[src/dqms_pkg.sv]
// ----------------------------------------------------------------------------
// dqms_pkg: shared types and constants
// kind codes, status codes, sequencer states for the deque with sort
// ----------------------------------------------------------------------------
package dqms_pkg;

  localparam int DEPTH_DEF      = 16;
  localparam int DATA_WIDTH_DEF = 32;

  localparam logic [2:0] KIND_PUSH_FRONT = 3'd0;
  localparam logic [2:0] KIND_PUSH_BACK  = 3'd1;
  localparam logic [2:0] KIND_POP_FRONT  = 3'd2;
  localparam logic [2:0] KIND_POP_BACK   = 3'd3;
  localparam logic [2:0] KIND_PEEK_FRONT = 3'd4;
  localparam logic [2:0] KIND_PEEK_BACK  = 3'd5;
  localparam logic [2:0] KIND_SORT       = 3'd6;
  localparam logic [2:0] KIND_CLEAR      = 3'd7;

  localparam logic [1:0] STAT_OK    = 2'd0;
  localparam logic [1:0] STAT_EMPTY = 2'd1;
  localparam logic [1:0] STAT_FULL  = 2'd2;

  localparam logic [1:0] REG_SORT_DESC = 2'd0;

  typedef enum logic [3:0] {
    ST_IDLE,
    ST_RD,      // memory read in flight
    ST_RESP,    // read data back, build word
    ST_CPRD,    // copy store to scratch: read
    ST_CPWR,    // copy: write
    ST_MSET,    // set up one merge of two runs
    ST_MRD,     // read both run heads
    ST_MCMP,    // compare and write one element
    ST_BKRD,    // copy scratch back to store: read
    ST_BKWR,    // copy back: write
    ST_OUT      // word waiting at output
  } dqms_state_t;

endpackage

[src/dqms_cmp.sv]
// ----------------------------------------------------------------------------
// dqms_cmp: shared merge comparator
// decides whether the earlier run's head goes first
// ----------------------------------------------------------------------------
module dqms_cmp #(
  parameter int DATA_WIDTH = dqms_pkg::DATA_WIDTH_DEF
) (
  input  logic [DATA_WIDTH-1:0] a,
  input  logic [DATA_WIDTH-1:0] b,
  input  logic                  descending,
  output logic                  a_first
);
  // strict order, ties go to the later run
  assign a_first = descending ? (a > b) : (a < b);
endmodule

[src/deque_with_merge_sort.sv]
// ----------------------------------------------------------------------------
// deque_with_merge_sort: bounded deque with bottom-up merge sort
// circular store, two work buffers and a sequencer sharing one comparator
// ----------------------------------------------------------------------------
// usage:
//   in_tdata carries the element (value), in_tuser the request kind.
//   each accepted word gives exactly one result word: out_tdata holds
//   data [31:0], status [33:32], count [38:34].
//   push, clear and pop/peek on an empty store: out_tvalid in the cycle after
//   accept; pop/peek pass ST_RD (address the synchronous store), ST_RESP (data
//   back), then the result register. one word is in flight at a time, so
//   in_tready is low until the result is taken; no push, pop or peek is
//   accepted before the previous word's result has left.
//   sort copies the store to buf0 (read, then write each element), then per
//   pass and per pair of runs does a setup and a closing check, and for each
//   element merged reads both heads, compares in the shared comparator and
//   writes, then copies the result back to the store from slot zero.
//   sort_descending lives at cfg address 0.
//   reset clears head, count, sequencer and the register; the store itself
//   is undefined until written and needs no clearing pass.
//   a stalled receiver holds the result word; no new input is taken until
//   it leaves.
// ----------------------------------------------------------------------------
module deque_with_merge_sort #(
  parameter int DEPTH      = dqms_pkg::DEPTH_DEF,
  parameter int DATA_WIDTH = dqms_pkg::DATA_WIDTH_DEF
) (
  input  logic        clk,
  input  logic        rst_n,
  input  logic        in_tvalid,
  output logic        in_tready,
  input  logic [31:0] in_tdata,    // value [31:0]
  input  logic [2:0]  in_tuser,    // kind [2:0]
  output logic        out_tvalid,
  input  logic        out_tready,
  output logic [39:0] out_tdata,   // data [31:0], status [33:32], count [38:34]
  input  logic        cfg_psel,
  input  logic        cfg_penable,
  input  logic        cfg_pwrite,
  input  logic [1:0]  cfg_paddr,
  input  logic [31:0] cfg_pwdata,
  output logic [31:0] cfg_prdata,
  output logic        cfg_pready
);
  import dqms_pkg::*;

  localparam int AW = $clog2(DEPTH);
  localparam int CW = $clog2(DEPTH + 1);
  localparam int OW = (DATA_WIDTH < 32) ? DATA_WIDTH : 32;
  localparam int DW = DATA_WIDTH;

  // memories
  logic [DW-1:0] store_m [DEPTH];
  logic [DW-1:0] buf0_m  [DEPTH];
  logic [DW-1:0] buf1_m  [DEPTH];

  dqms_state_t   state_r, state_nxt;
  logic [AW-1:0] head_r, head_nxt;
  logic [CW-1:0] cnt_r, cnt_nxt;
  logic          desc_r;
  logic [2:0]    kind_r, kind_nxt;
  logic [DW-1:0] val_r, val_nxt;
  logic [31:0]   data_r, data_nxt;
  logic [1:0]    stat_r, stat_nxt;
  logic          src_sel_r, src_sel_nxt; // 0: buf0 is source
  logic [CW-1:0] i_r, i_nxt;             // copy index
  logic [CW:0]   w_r, w_nxt;             // run width
  logic [CW:0]   a_r, a_nxt, b_r, b_nxt, mid_r, mid_nxt, end_r, end_nxt;
  logic [CW:0]   start_r, start_nxt, k_r, k_nxt;

  // store port
  logic          st_we;
  logic [AW-1:0] st_wa, st_ra;
  logic [DW-1:0] st_wd, st_rd_r;
  // buffer ports: one write, two reads on source
  logic          bf_we;
  logic          bf_wsel;
  logic [AW-1:0] bf_wa, bf_ra0, bf_ra1;
  logic [DW-1:0] bf_wd;
  logic [DW-1:0] b0_rd0_r, b0_rd1_r, b1_rd0_r, b1_rd1_r;
  logic [DW-1:0] src0, src1;
  logic          a_first;

  always_ff @(posedge clk) begin
    if (st_we) store_m[st_wa] <= st_wd;
    st_rd_r <= store_m[st_ra];
    if (bf_we && !bf_wsel) buf0_m[bf_wa] <= bf_wd;
    if (bf_we && bf_wsel)  buf1_m[bf_wa] <= bf_wd;
    b0_rd0_r <= buf0_m[bf_ra0];
    b0_rd1_r <= buf0_m[bf_ra1];
    b1_rd0_r <= buf1_m[bf_ra0];
    b1_rd1_r <= buf1_m[bf_ra1];
  end

  assign src0 = src_sel_r ? b1_rd0_r : b0_rd0_r;
  assign src1 = src_sel_r ? b1_rd1_r : b0_rd1_r;

  dqms_cmp #(.DATA_WIDTH(DW)) u_cmp (
    .a(src0), .b(src1), .descending(desc_r), .a_first(a_first)
  );

  // slot of head + offset, wrapped once
  function automatic logic [AW-1:0] slot(input logic [AW-1:0] h, input logic [CW-1:0] off);
    logic [CW:0] s;
    s = {{(CW+1-AW){1'b0}}, h} + {1'b0, off};
    if (s >= (CW+1)'(DEPTH)) s = s - (CW+1)'(DEPTH);
    return s[AW-1:0];
  endfunction

  assign in_tready  = (state_r == ST_IDLE);
  assign out_tvalid = (state_r == ST_OUT);
  assign out_tdata  = {1'b0, 5'(cnt_r), stat_r, data_r};

  // config port
  assign cfg_pready = 1'b1;
  assign cfg_prdata = {31'd0, desc_r};
  always_ff @(posedge clk) begin
    if (!rst_n) desc_r <= 1'b0;
    else if (cfg_psel && cfg_penable && cfg_pwrite && cfg_pready
             && cfg_paddr == REG_SORT_DESC)
      desc_r <= cfg_pwdata[0];
  end

  always_ff @(posedge clk) begin
    if (!rst_n) begin
      state_r <= ST_IDLE;
      head_r  <= '0;
      cnt_r   <= '0;
    end else begin
      state_r <= state_nxt;
      head_r  <= head_nxt;
      cnt_r   <= cnt_nxt;
    end
    kind_r <= kind_nxt; val_r <= val_nxt; data_r <= data_nxt; stat_r <= stat_nxt;
    src_sel_r <= src_sel_nxt; i_r <= i_nxt; w_r <= w_nxt;
    a_r <= a_nxt; b_r <= b_nxt; mid_r <= mid_nxt; end_r <= end_nxt;
    start_r <= start_nxt; k_r <= k_nxt;
  end

  logic [CW:0]   n_ext, s_mid, s_end;
  logic [AW-1:0] head_dec;
  assign n_ext = {1'b0, cnt_r};
  // slot in front of the head, wrapping below zero
  assign head_dec = (head_r == '0) ? AW'(DEPTH - 1) : head_r - AW'(1);

  always_comb begin
    state_nxt = state_r; head_nxt = head_r; cnt_nxt = cnt_r;
    kind_nxt = kind_r; val_nxt = val_r; data_nxt = data_r; stat_nxt = stat_r;
    src_sel_nxt = src_sel_r; i_nxt = i_r; w_nxt = w_r;
    a_nxt = a_r; b_nxt = b_r; mid_nxt = mid_r; end_nxt = end_r;
    start_nxt = start_r; k_nxt = k_r;
    st_we = 1'b0; st_wa = '0; st_wd = val_r; st_ra = head_r;
    bf_we = 1'b0; bf_wsel = 1'b0; bf_wa = '0; bf_wd = st_rd_r;
    bf_ra0 = a_r[AW-1:0]; bf_ra1 = b_r[AW-1:0];
    s_mid = start_r + w_r; s_end = start_r + (w_r << 1);
    if (s_mid > n_ext) s_mid = n_ext;
    if (s_end > n_ext) s_end = n_ext;
    case (state_r)
      ST_IDLE: begin
        if (in_tvalid) begin
          kind_nxt = in_tuser;
          val_nxt  = DW'(in_tdata);
          data_nxt = '0;
          stat_nxt = STAT_OK;
          state_nxt = ST_RESP;
          case (in_tuser)
            KIND_PUSH_FRONT, KIND_PUSH_BACK: begin
              if (cnt_r >= CW'(DEPTH)) stat_nxt = STAT_FULL;
              state_nxt = ST_OUT;
              if (cnt_r < CW'(DEPTH)) begin
                st_we = 1'b1;
                st_wd = DW'(in_tdata);
                if (in_tuser == KIND_PUSH_FRONT) begin
                  head_nxt = head_dec;
                  st_wa = head_dec;
                end else begin
                  st_wa = slot(head_r, cnt_r);
                end
                cnt_nxt = cnt_r + CW'(1);
              end
            end
            KIND_POP_FRONT, KIND_PEEK_FRONT, KIND_POP_BACK, KIND_PEEK_BACK: begin
              if (cnt_r == '0) begin
                stat_nxt = STAT_EMPTY;
                state_nxt = ST_OUT;
              end else begin
                state_nxt = ST_RD;
              end
            end
            KIND_SORT: begin
              i_nxt = '0; src_sel_nxt = 1'b0;
              state_nxt = ST_CPRD;
            end
            default: begin
              cnt_nxt = '0; head_nxt = '0; state_nxt = ST_OUT;
            end
          endcase
        end
      end
      ST_RD: begin
        // address the element to be seen or removed
        st_ra = (kind_r == KIND_POP_FRONT || kind_r == KIND_PEEK_FRONT)
                ? head_r : slot(head_r, cnt_r - CW'(1));
        state_nxt = ST_RESP;
      end
      ST_RESP: begin
        data_nxt = 32'(st_rd_r[OW-1:0]);
        state_nxt = ST_OUT;
        if (kind_r == KIND_POP_FRONT) begin
          head_nxt = slot(head_r, CW'(1));
          cnt_nxt = cnt_r - CW'(1);
        end else if (kind_r == KIND_POP_BACK) begin
          cnt_nxt = cnt_r - CW'(1);
        end
      end
      ST_CPRD: begin
        if (i_r >= cnt_r) begin
          w_nxt = (CW+1)'(1);
          start_nxt = '0;
          state_nxt = (cnt_r > CW'(1)) ? ST_MSET : ST_BKRD;
          i_nxt = '0;
        end else begin
          st_ra = slot(head_r, i_r);
          state_nxt = ST_CPWR;
        end
      end
      ST_CPWR: begin
        bf_we = 1'b1; bf_wsel = 1'b0; bf_wa = i_r[AW-1:0]; bf_wd = st_rd_r;
        i_nxt = i_r + CW'(1);
        state_nxt = ST_CPRD;
      end
      ST_MSET: begin
        if (start_r >= n_ext) begin
          // pass done: swap buffers
          src_sel_nxt = ~src_sel_r;
          w_nxt = w_r << 1;
          start_nxt = '0;
          if ((w_r << 1) >= n_ext) begin
            i_nxt = '0; state_nxt = ST_BKRD;
          end
        end else begin
          a_nxt = start_r; b_nxt = s_mid; mid_nxt = s_mid; end_nxt = s_end;
          k_nxt = start_r;
          state_nxt = ST_MRD;
        end
      end
      ST_MRD: begin
        if (a_r >= mid_r && b_r >= end_r) begin
          start_nxt = end_r;
          state_nxt = ST_MSET;
        end else begin
          state_nxt = ST_MCMP; // reads on a_r, b_r issue now
        end
      end
      ST_MCMP: begin
        bf_we = 1'b1; bf_wsel = ~src_sel_r; bf_wa = k_r[AW-1:0];
        k_nxt = k_r + (CW+1)'(1);
        if (a_r < mid_r && (b_r >= end_r || a_first)) begin
          bf_wd = src0; a_nxt = a_r + (CW+1)'(1);
        end else begin
          bf_wd = src1; b_nxt = b_r + (CW+1)'(1);
        end
        state_nxt = ST_MRD;
      end
      ST_BKRD: begin
        if (i_r >= cnt_r) begin
          head_nxt = '0; state_nxt = ST_OUT;
        end else begin
          bf_ra0 = i_r[AW-1:0];
          state_nxt = ST_BKWR;
        end
      end
      ST_BKWR: begin
        st_we = 1'b1; st_wa = i_r[AW-1:0]; st_wd = src0;
        i_nxt = i_r + CW'(1);
        state_nxt = ST_BKRD;
      end
      ST_OUT: if (out_tready) state_nxt = ST_IDLE;
      default: state_nxt = ST_IDLE;
    endcase
  end

  // count never exceeds the store depth
  a_cnt_bound: assert property (@(posedge clk) disable iff (!rst_n)
    cnt_r <= CW'(DEPTH)) else $error("count above depth");
  // result word holds while stalled
  a_out_hold: assert property (@(posedge clk) disable iff (!rst_n)
    out_tvalid && !out_tready |=> out_tvalid && $stable(out_tdata))
    else $error("result dropped under stall");
  // no input taken while a result waits
  a_one_flight: assert property (@(posedge clk) disable iff (!rst_n)
    out_tvalid |-> !in_tready) else $error("input accepted with result pending");
  // sort leaves front at slot zero
  a_sort_head: assert property (@(posedge clk) disable iff (!rst_n)
    (state_r == ST_BKRD && i_r >= cnt_r) |=> head_r == '0)
    else $error("head not reset after sort");

endmodule

[config.mk]
export PLATFORM = sky130hd
export DESIGN_NAME = deque_with_merge_sort
export DESIGN_NICKNAME = d
export VERILOG_FILES = /design/src/dqms_pkg.sv /design/src/dqms_cmp.sv /design/src/deque_with_merge_sort.sv
export SDC_FILE = /design/constraint.sdc
export NUM_CORES = 2
export LEC_CHECK = 0
export BUFFER_PORTS_ARGS = -buffer_cell sky130_fd_sc_hd__buf_2
export CAP_MARGIN = 40
export CORE_MARGIN = 8
export CORE_UTILIZATION = 30
export CTS_CLUSTER_SIZE = 24
export DETAILED_ROUTE_END_ITERATION = 8
export MAX_ROUTING_LAYER = met4
export SYNTH_ARGS = -nofsm -noshare
export SYNTH_HDL_FRONTEND = slang
export SYNTH_SLANG_ARGS = --single-unit
[constraint.sdc]
create_clock -name clk -period 14.5 [get_ports clk]
set_input_delay 0.725 -clock clk [delete_from_list [all_inputs] [get_ports clk]]
set_output_delay 0.725 -clock clk [all_outputs]
set_load 0.01 [all_outputs]
# ---- Word-level counts from Yosys, hierarchy flattened
# Memory sizes are Yosys's and may differ from the RTL's. A register that Yosys moved wholly into a read port is not among the register bits.
# Cells that the tools add are included.
dict set report totals {
  reg_bits 131
  mem_bits_rw 1536
  in_bits 76
  word_cells 225
  n_memories 3
}
# memory words word_bits read_ports rd_clocked_by_memory_dff wr line_no
set memory_table {}
lappend memory_table {buf0_m 16 32 2 2 1 deque_with_merge_sort.sv:54} ;# logic [DW-1:0] buf0_m [DEPTH];
lappend memory_table {buf1_m 16 32 2 2 1 deque_with_merge_sort.sv:55} ;# logic [DW-1:0] buf1_m [DEPTH];
lappend memory_table {store_m 16 32 1 1 1 deque_with_merge_sort.sv:53} ;# logic [DW-1:0] store_m [DEPTH];
dict set report op_classes {
  add_sub_neg 17
  order_cmp 17
  n_eq_ne 36
  n_mux 92
  bitwise_logic 2
  n_reduce_logical 40
}
# operator n
set op_table {}
lappend op_table {{$mux W32} 8}
lappend op_table {{$pmux W32 S2} 2}
lappend op_table {{$mux W4} 25}
lappend op_table {{$mux W6} 10}
lappend op_table {{$mux W5} 10}
lappend op_table {{$pmux W6 S2} 4}
lappend op_table {{$pmux W4 S11} 1}
lappend op_table {{$pmux W4 S2} 5}
lappend op_table {{$gt A32 B32 Y1} 1}
lappend op_table {{$lt A32 B32 Y1} 1}
lappend op_table {{$ne A2 B2 Y1 const B} 11}
lappend op_table {{$pmux W5 S2} 2}
lappend op_table {{$pmux W5 S4} 1}
lappend op_table {{$sub A4 B1 Y4 const B} 5}
lappend op_table {{$add A4 B5 Y6} 3}
lappend op_table {{$add A6 B1 Y6 const B} 3}
lappend op_table {{$ge A6 B5 Y1 const B} 3}
lappend op_table {{$pmux W6 S3} 1}
lappend op_table {{$eq A4 B3 Y1 const B} 4}
lappend op_table {{$mux W1} 16}
lappend op_table {{$add A6 B6 Y6} 2}
lappend op_table {{$eq A3 B2 Y1 const B} 4}
lappend op_table {{$eq A3 B3 Y1 const B} 4}
lappend op_table {{$eq A4 B4 Y1 const B} 3}
lappend op_table {{other kinds (40)} 75}

# ---- Longest topological paths before layout
dict set report depth {
  word_depth 8
  mapped_depth 15
  depth_no_buf 12
}

# ---- Cells and area by module
# From an unflattened synthesis, not the netlist that was laid out.
dict set report unflattened {
  cells_unflattened 5623
  hier_area_um2 80706.2
}
# mod instances cells_per_inst area_each_um2 seq_area_each_um2
set modules_own_cells {}
lappend modules_own_cells {deque_with_merge_sort 1 5505 79891.6 53060.9}
lappend modules_own_cells {dqms_cmp 1 118 814.5 0.0}

# ---- Worst setup path before layout
# Ideal clock, no wire load.
dict set report synth_timing {
  kind {flip-flop to flip-flop}
  startpoint {register src_sel_r}
  endpoint {memory buf0_m[0][0] (netlist name), data pin}
  setup_ps 454
  arrival_ps 4935
  required_time_ps 14046
  path_slack_ps 9111
  path_stages_with_launch 15
  path_buffers 4
  synth_period_minus_slack_ps 5389
  path_cell_list {edfxtp_1 > clkbuf_1 > buf_1 > buf_1 > mux2_2 > ha_1 > nand4_1 > or4_1 > or2_2 > o21ba_2 > a211o_1 > a21oi_1 > clkbuf_1 > a21o_1 > o21ai_0}
}
dict set report synth_between {
  elab_chain_len 7
  word_cells_on_any_way 9
  cone_classes {2 x order compare; 5 x mux; 2 x reduce/logical}
}
# item line_no
set synth_lines {}
lappend synth_lines {{start, declared} deque_with_merge_sort.sv:65} ;# logic src_sel_r, src_sel_nxt;
lappend synth_lines {{start signal, assigned} deque_with_merge_sort.sv:135} ;# src_sel_r <= src_sel_nxt; i_r <= i_nxt; w_r <= w_nxt;
lappend synth_lines {{$mux W32 (on tied branches)} {deque_with_merge_sort.sv:95, deque_with_merge_sort.sv:96}}
lappend synth_lines {{$lt A32 B32 Y1 or $gt A32 B32 Y1 (tied branches)} dqms_cmp.sv:14} ;# assign a_first = descending ? (a > b) : (a < b);
lappend synth_lines {{$mux W1} dqms_cmp.sv:14}
lappend synth_lines {{$logic_or A1 B1 Y1} deque_with_merge_sort.sv:258} ;# if (a_r < mid_r && (b_r >= end_r || a_first)) begin
lappend synth_lines {{$logic_and A1 B1 Y1} deque_with_merge_sort.sv:258}
lappend synth_lines {{$mux W32 *} deque_with_merge_sort.sv:258}
lappend synth_lines {{$mux W32 *} deque_with_merge_sort.sv:158} ;# case (state_r)
lappend synth_lines {{via bf_wd[0]} deque_with_merge_sort.sv:79} ;# logic [DW-1:0] bf_wd;
lappend synth_lines {{end, declared} deque_with_merge_sort.sv:54}
# Mark *: on every way through the listed nets, which the timed path passes. The rest lies on a longest branch.

# ---- Worst setup path after layout
dict set report layout_timing {
  startpoint {register src_sel_r}
  endpoint {memory buf0_m[6][12] (netlist name), data pin}
}
# Same word-level chain as after synthesis.

==> flow_summary_export.csv <==
group,metric,value,unit
clock_tree,cts_resized,0,
synth,yosys.area.top_type,"edfxtp_1",
synth,synth_fa_ha_area_frac,0.0163,
sta,tightest_slew,1110,ps
drt,vias,48825,
die,fp-row-count,189,
pwr,p_sw_frac,0.325,
synth,synth_top_family_by_area,"multiplexers",
setup_path,startpoint_type,"flip-flop",
pwr,internal_power,0.0106,W
sta,setup_viol,0,
setup_path,critPathKind,"flip-flop to flip-flop",
cells_and_area,seq_area,0.0531,mm2
synth,avgSynthCellArea,15.9,um2
die,die_h,532,um
global_route,grt-ovfl-total,0,
die,die_w,532,um
sta,drv_slew,0,
drt,drt_iter0_drc,6118,
synth,ys_async_sr_fraction,0,
cells_and_area,final_common_cell,"edfxtp_1",
pwr,peakVddDrop,128,uV
synth,synth_mux_area_frac,0.166,
worst_hold_path,hp-class,"input port to flip-flop",
clock_tree,htreeDepth,4,
synth,yosys_warnings,0,
clock_tree,cts_buffers,190,
job,maxCapViolations,0,
pwr,power.switching,0.00512,W
clock_tree,clk_pin_slew,70,ps
cells_and_area,final_cell_mix,"1651 x edfxtp_1, 552 x mux2i_1, 320 x mux4_2",
die,die_area,0.283,mm2
pwr,cellPowerDensity,171,mW/mm2
cells_and_area,layout.cells.non_filler,8825,
clock_tree,clock_path_buffers,3,
synth,synth.area.top_cells,"edfxtp_1 62%, mux4_2 9.0%, mux2i_1 6.9%",
drt,antenna_left,0,
setup_path,worstPathArrival,7410,ps
synth,yosys.area_share.simple,0.0562,
global_route,grt_pass1_vias,47912,
clock_tree,clock_latency,840,ps
place,dp_hpwl,137,mm
status,status,"finished clean",
pwr,comb_power_share,0.259,
cells_and_area,nNetsFinal,5295,
place,place_ws,7760,ps
sta,finalCritPeriodShare,0.474,
cells_and_area,drive_above_1_share,0.192,
drt,detail_route.vias_per_cell,5.53,
sta,max_slew_margin,0.259,
place,place_congestion,0.832,
clock_tree,cts_tree,"yes",
die,core,0.265,mm2
clock_tree,root_buffer,"clkbuf_16",
sta,rsz0062_at_grt,"no",
pwr,pwr-share-seq,0.439,
pwr,power_frac_clock,0.303,
setup_path,rrSetupSlack,7630,ps
global_route,grt.total_usage,0.172,
synth,synth_edf_count,1651,
global_route,antenna_found_initial,17,
setup_path,endpoint_kind,"flip-flop",
sta,clock.fmax,146,MHz
sta,finClkSkew,42.2,ps
synth,ys.flop_type,"edfxtp_1",
drt,dr.pass1.iters,5,
synth,seq_area_frac_synth,0.663,
pwr,total_power,0.0157,W
synth,syn_inst,5023,
die,ios,151,
setup_path,cp.required,15050,ps
synth,synth-seq-cells,1825,
cells_and_area,multi_input_area,0.0257,mm2
sta,layout_setup_ws,7630,ps
sta,period_minus_slack,6870,ps
synth,yosysUniqueCellTypes,64,
drt,drc,0,
synth,synth_compound_area_frac,0.0710,
setup_path,cp_max_fo,46,
synth,synth_xor_xnor_area_share,0.00383,
die,start_util,0.302,
synth,synth_top_area_frac,0.620,
clock_tree,post_cts_buffers,0,
clock_tree,hold_buffers,0,
drt,wl_per_cell,28.1,um
clock_tree,clock_sinks,1825,
place,port_buffers,86,
global_route,grt_pass1_wl,349,mm
drt,wl,248,mm
global_route,grt_max_degree,132,
place,placed_cells,8458,
sta,hold_viol,0,
pwr,power.leakage,31.4,nW
sta,setup_tns,0,ps
synth,synth_area,0.0800,mm2
cells_and_area,nFillCells,24980,
cells_and_area,syn2layout_area_growth,15.0,%
layout make-up:
type,instances,share of cell area
Sequential cell,1825,0.577
Multi-Input combinational cell,2804,0.280
Clock buffer,269,0.0585
Tap cell,3533,0.0481
Timing Repair Buffer,260,0.0276
Clock inverter,86,0.00736
Inverter,37,0.00151
Antenna cell,11,0.000299
worst paths after layout:
kind | start | to | cells after the start
worst max-delay path | src_sel_r | buf0_m[6][12] | 14
worst min-delay path | in_tuser[0] | kind_r[0] | 1
worst max register to register | src_sel_r | buf0_m[6][12] | 14
worst min register to register | end_r[0] | start_r[0] | 1
power groups by stage:
stage	logic [W]	registers (W)	clock network (W)
after detailed placement	0.00401	0.00701	0
after floorplan	0.00227	0.00684	0
after global routing	0.00435	0.00692	0.00503
after CTS	0.00403	0.00690	0.00482
after global placement	0.00372	0.00705	0
final	0.00408	0.00691	0.00476
critical path, cell delays in order (launching register included):
cell,delay (ps)
edfxtp_1,330
buf_4,410
buf_4,800
mux2i_1,740
ha_1,270
nand3_1,160
nor4_1,690
a21boi_0,370
nor3b_1,100
a211o_1,310
a21oi_4,600
buf_4,610
or3_1,190
nand3_1,470
buf_8,370
per-layer routing:
metal  vias up  wire length, um  track usage
li1      20416                -            -
met1     25554            99600        0.222
met2      2338           117000        0.274
met3       517            21300       0.0286
met4         0             9760       0.0632
met5         -                0            -
cell usage after synthesis (7+ instances only):
master	number
mux2i_1	553
or2_2	9
nand3_1	86
a21o_1	14
and2_1	12
xor2_1	15
a22oi_1	37
buf_4	35
buf_6	8
xnor2_1	20
clkbuf_1	225
ha_1	96
buf_2	78
and3_1	168
inv_1	37
nor4_1	9
o22ai_1	261
o21ai_0	29
o211ai_1	8
o21a_1	11
buf_1	44
nor2b_1	13
a21oi_1	172
mux4_2	320
edfxtp_1	1651
nand2b_1	26
nand4_1	7
nor2_1	92
nor3_1	13
dfxtp_1	174
a211oi_2	30
nand2_1	298
a21boi_0	7
or4_1	96
mux2_2	46
or3_1	36
a211oi_1	228
flip-flops by register name, indices dropped and copies added, names as in the netlist, 32 cells and up:
register,flops
data_r,32
b0_rd1_r,32
b1_rd0_r,32
b0_rd0_r,32
buf1_m,512
buf0_m,512
b1_rd1_r,32
store_m,512
st_rd_r,32
val_r,32
per-stage QoR:
| stage | utilization | hold slack, ps | cell area [um2] |
|---|---|---|---|
| 2_1_floorplan | - | 510 | 80100 |
| 3_3_place_gp | 0.319 | 571 | 84600 |
| 3_5_place_dp | 0.324 | 571 | 85900 |
| 4_1_cts | 0.347 | 52.6 | 91900 |
| 5_1_grt | 0.347 | 80.8 | 92000 |
| 6_report | 0.347 | 105 | 92000 |
kinds of logic after synthesis:
group | count (synthesis)
buf+inv | 427
fa+ha+maj | 101
mux | 919
xor+xnor | 35
compound gates | 841
simple gates | 873
other cells | 2
flops | 1825
(Power assumes the default switching activity.)
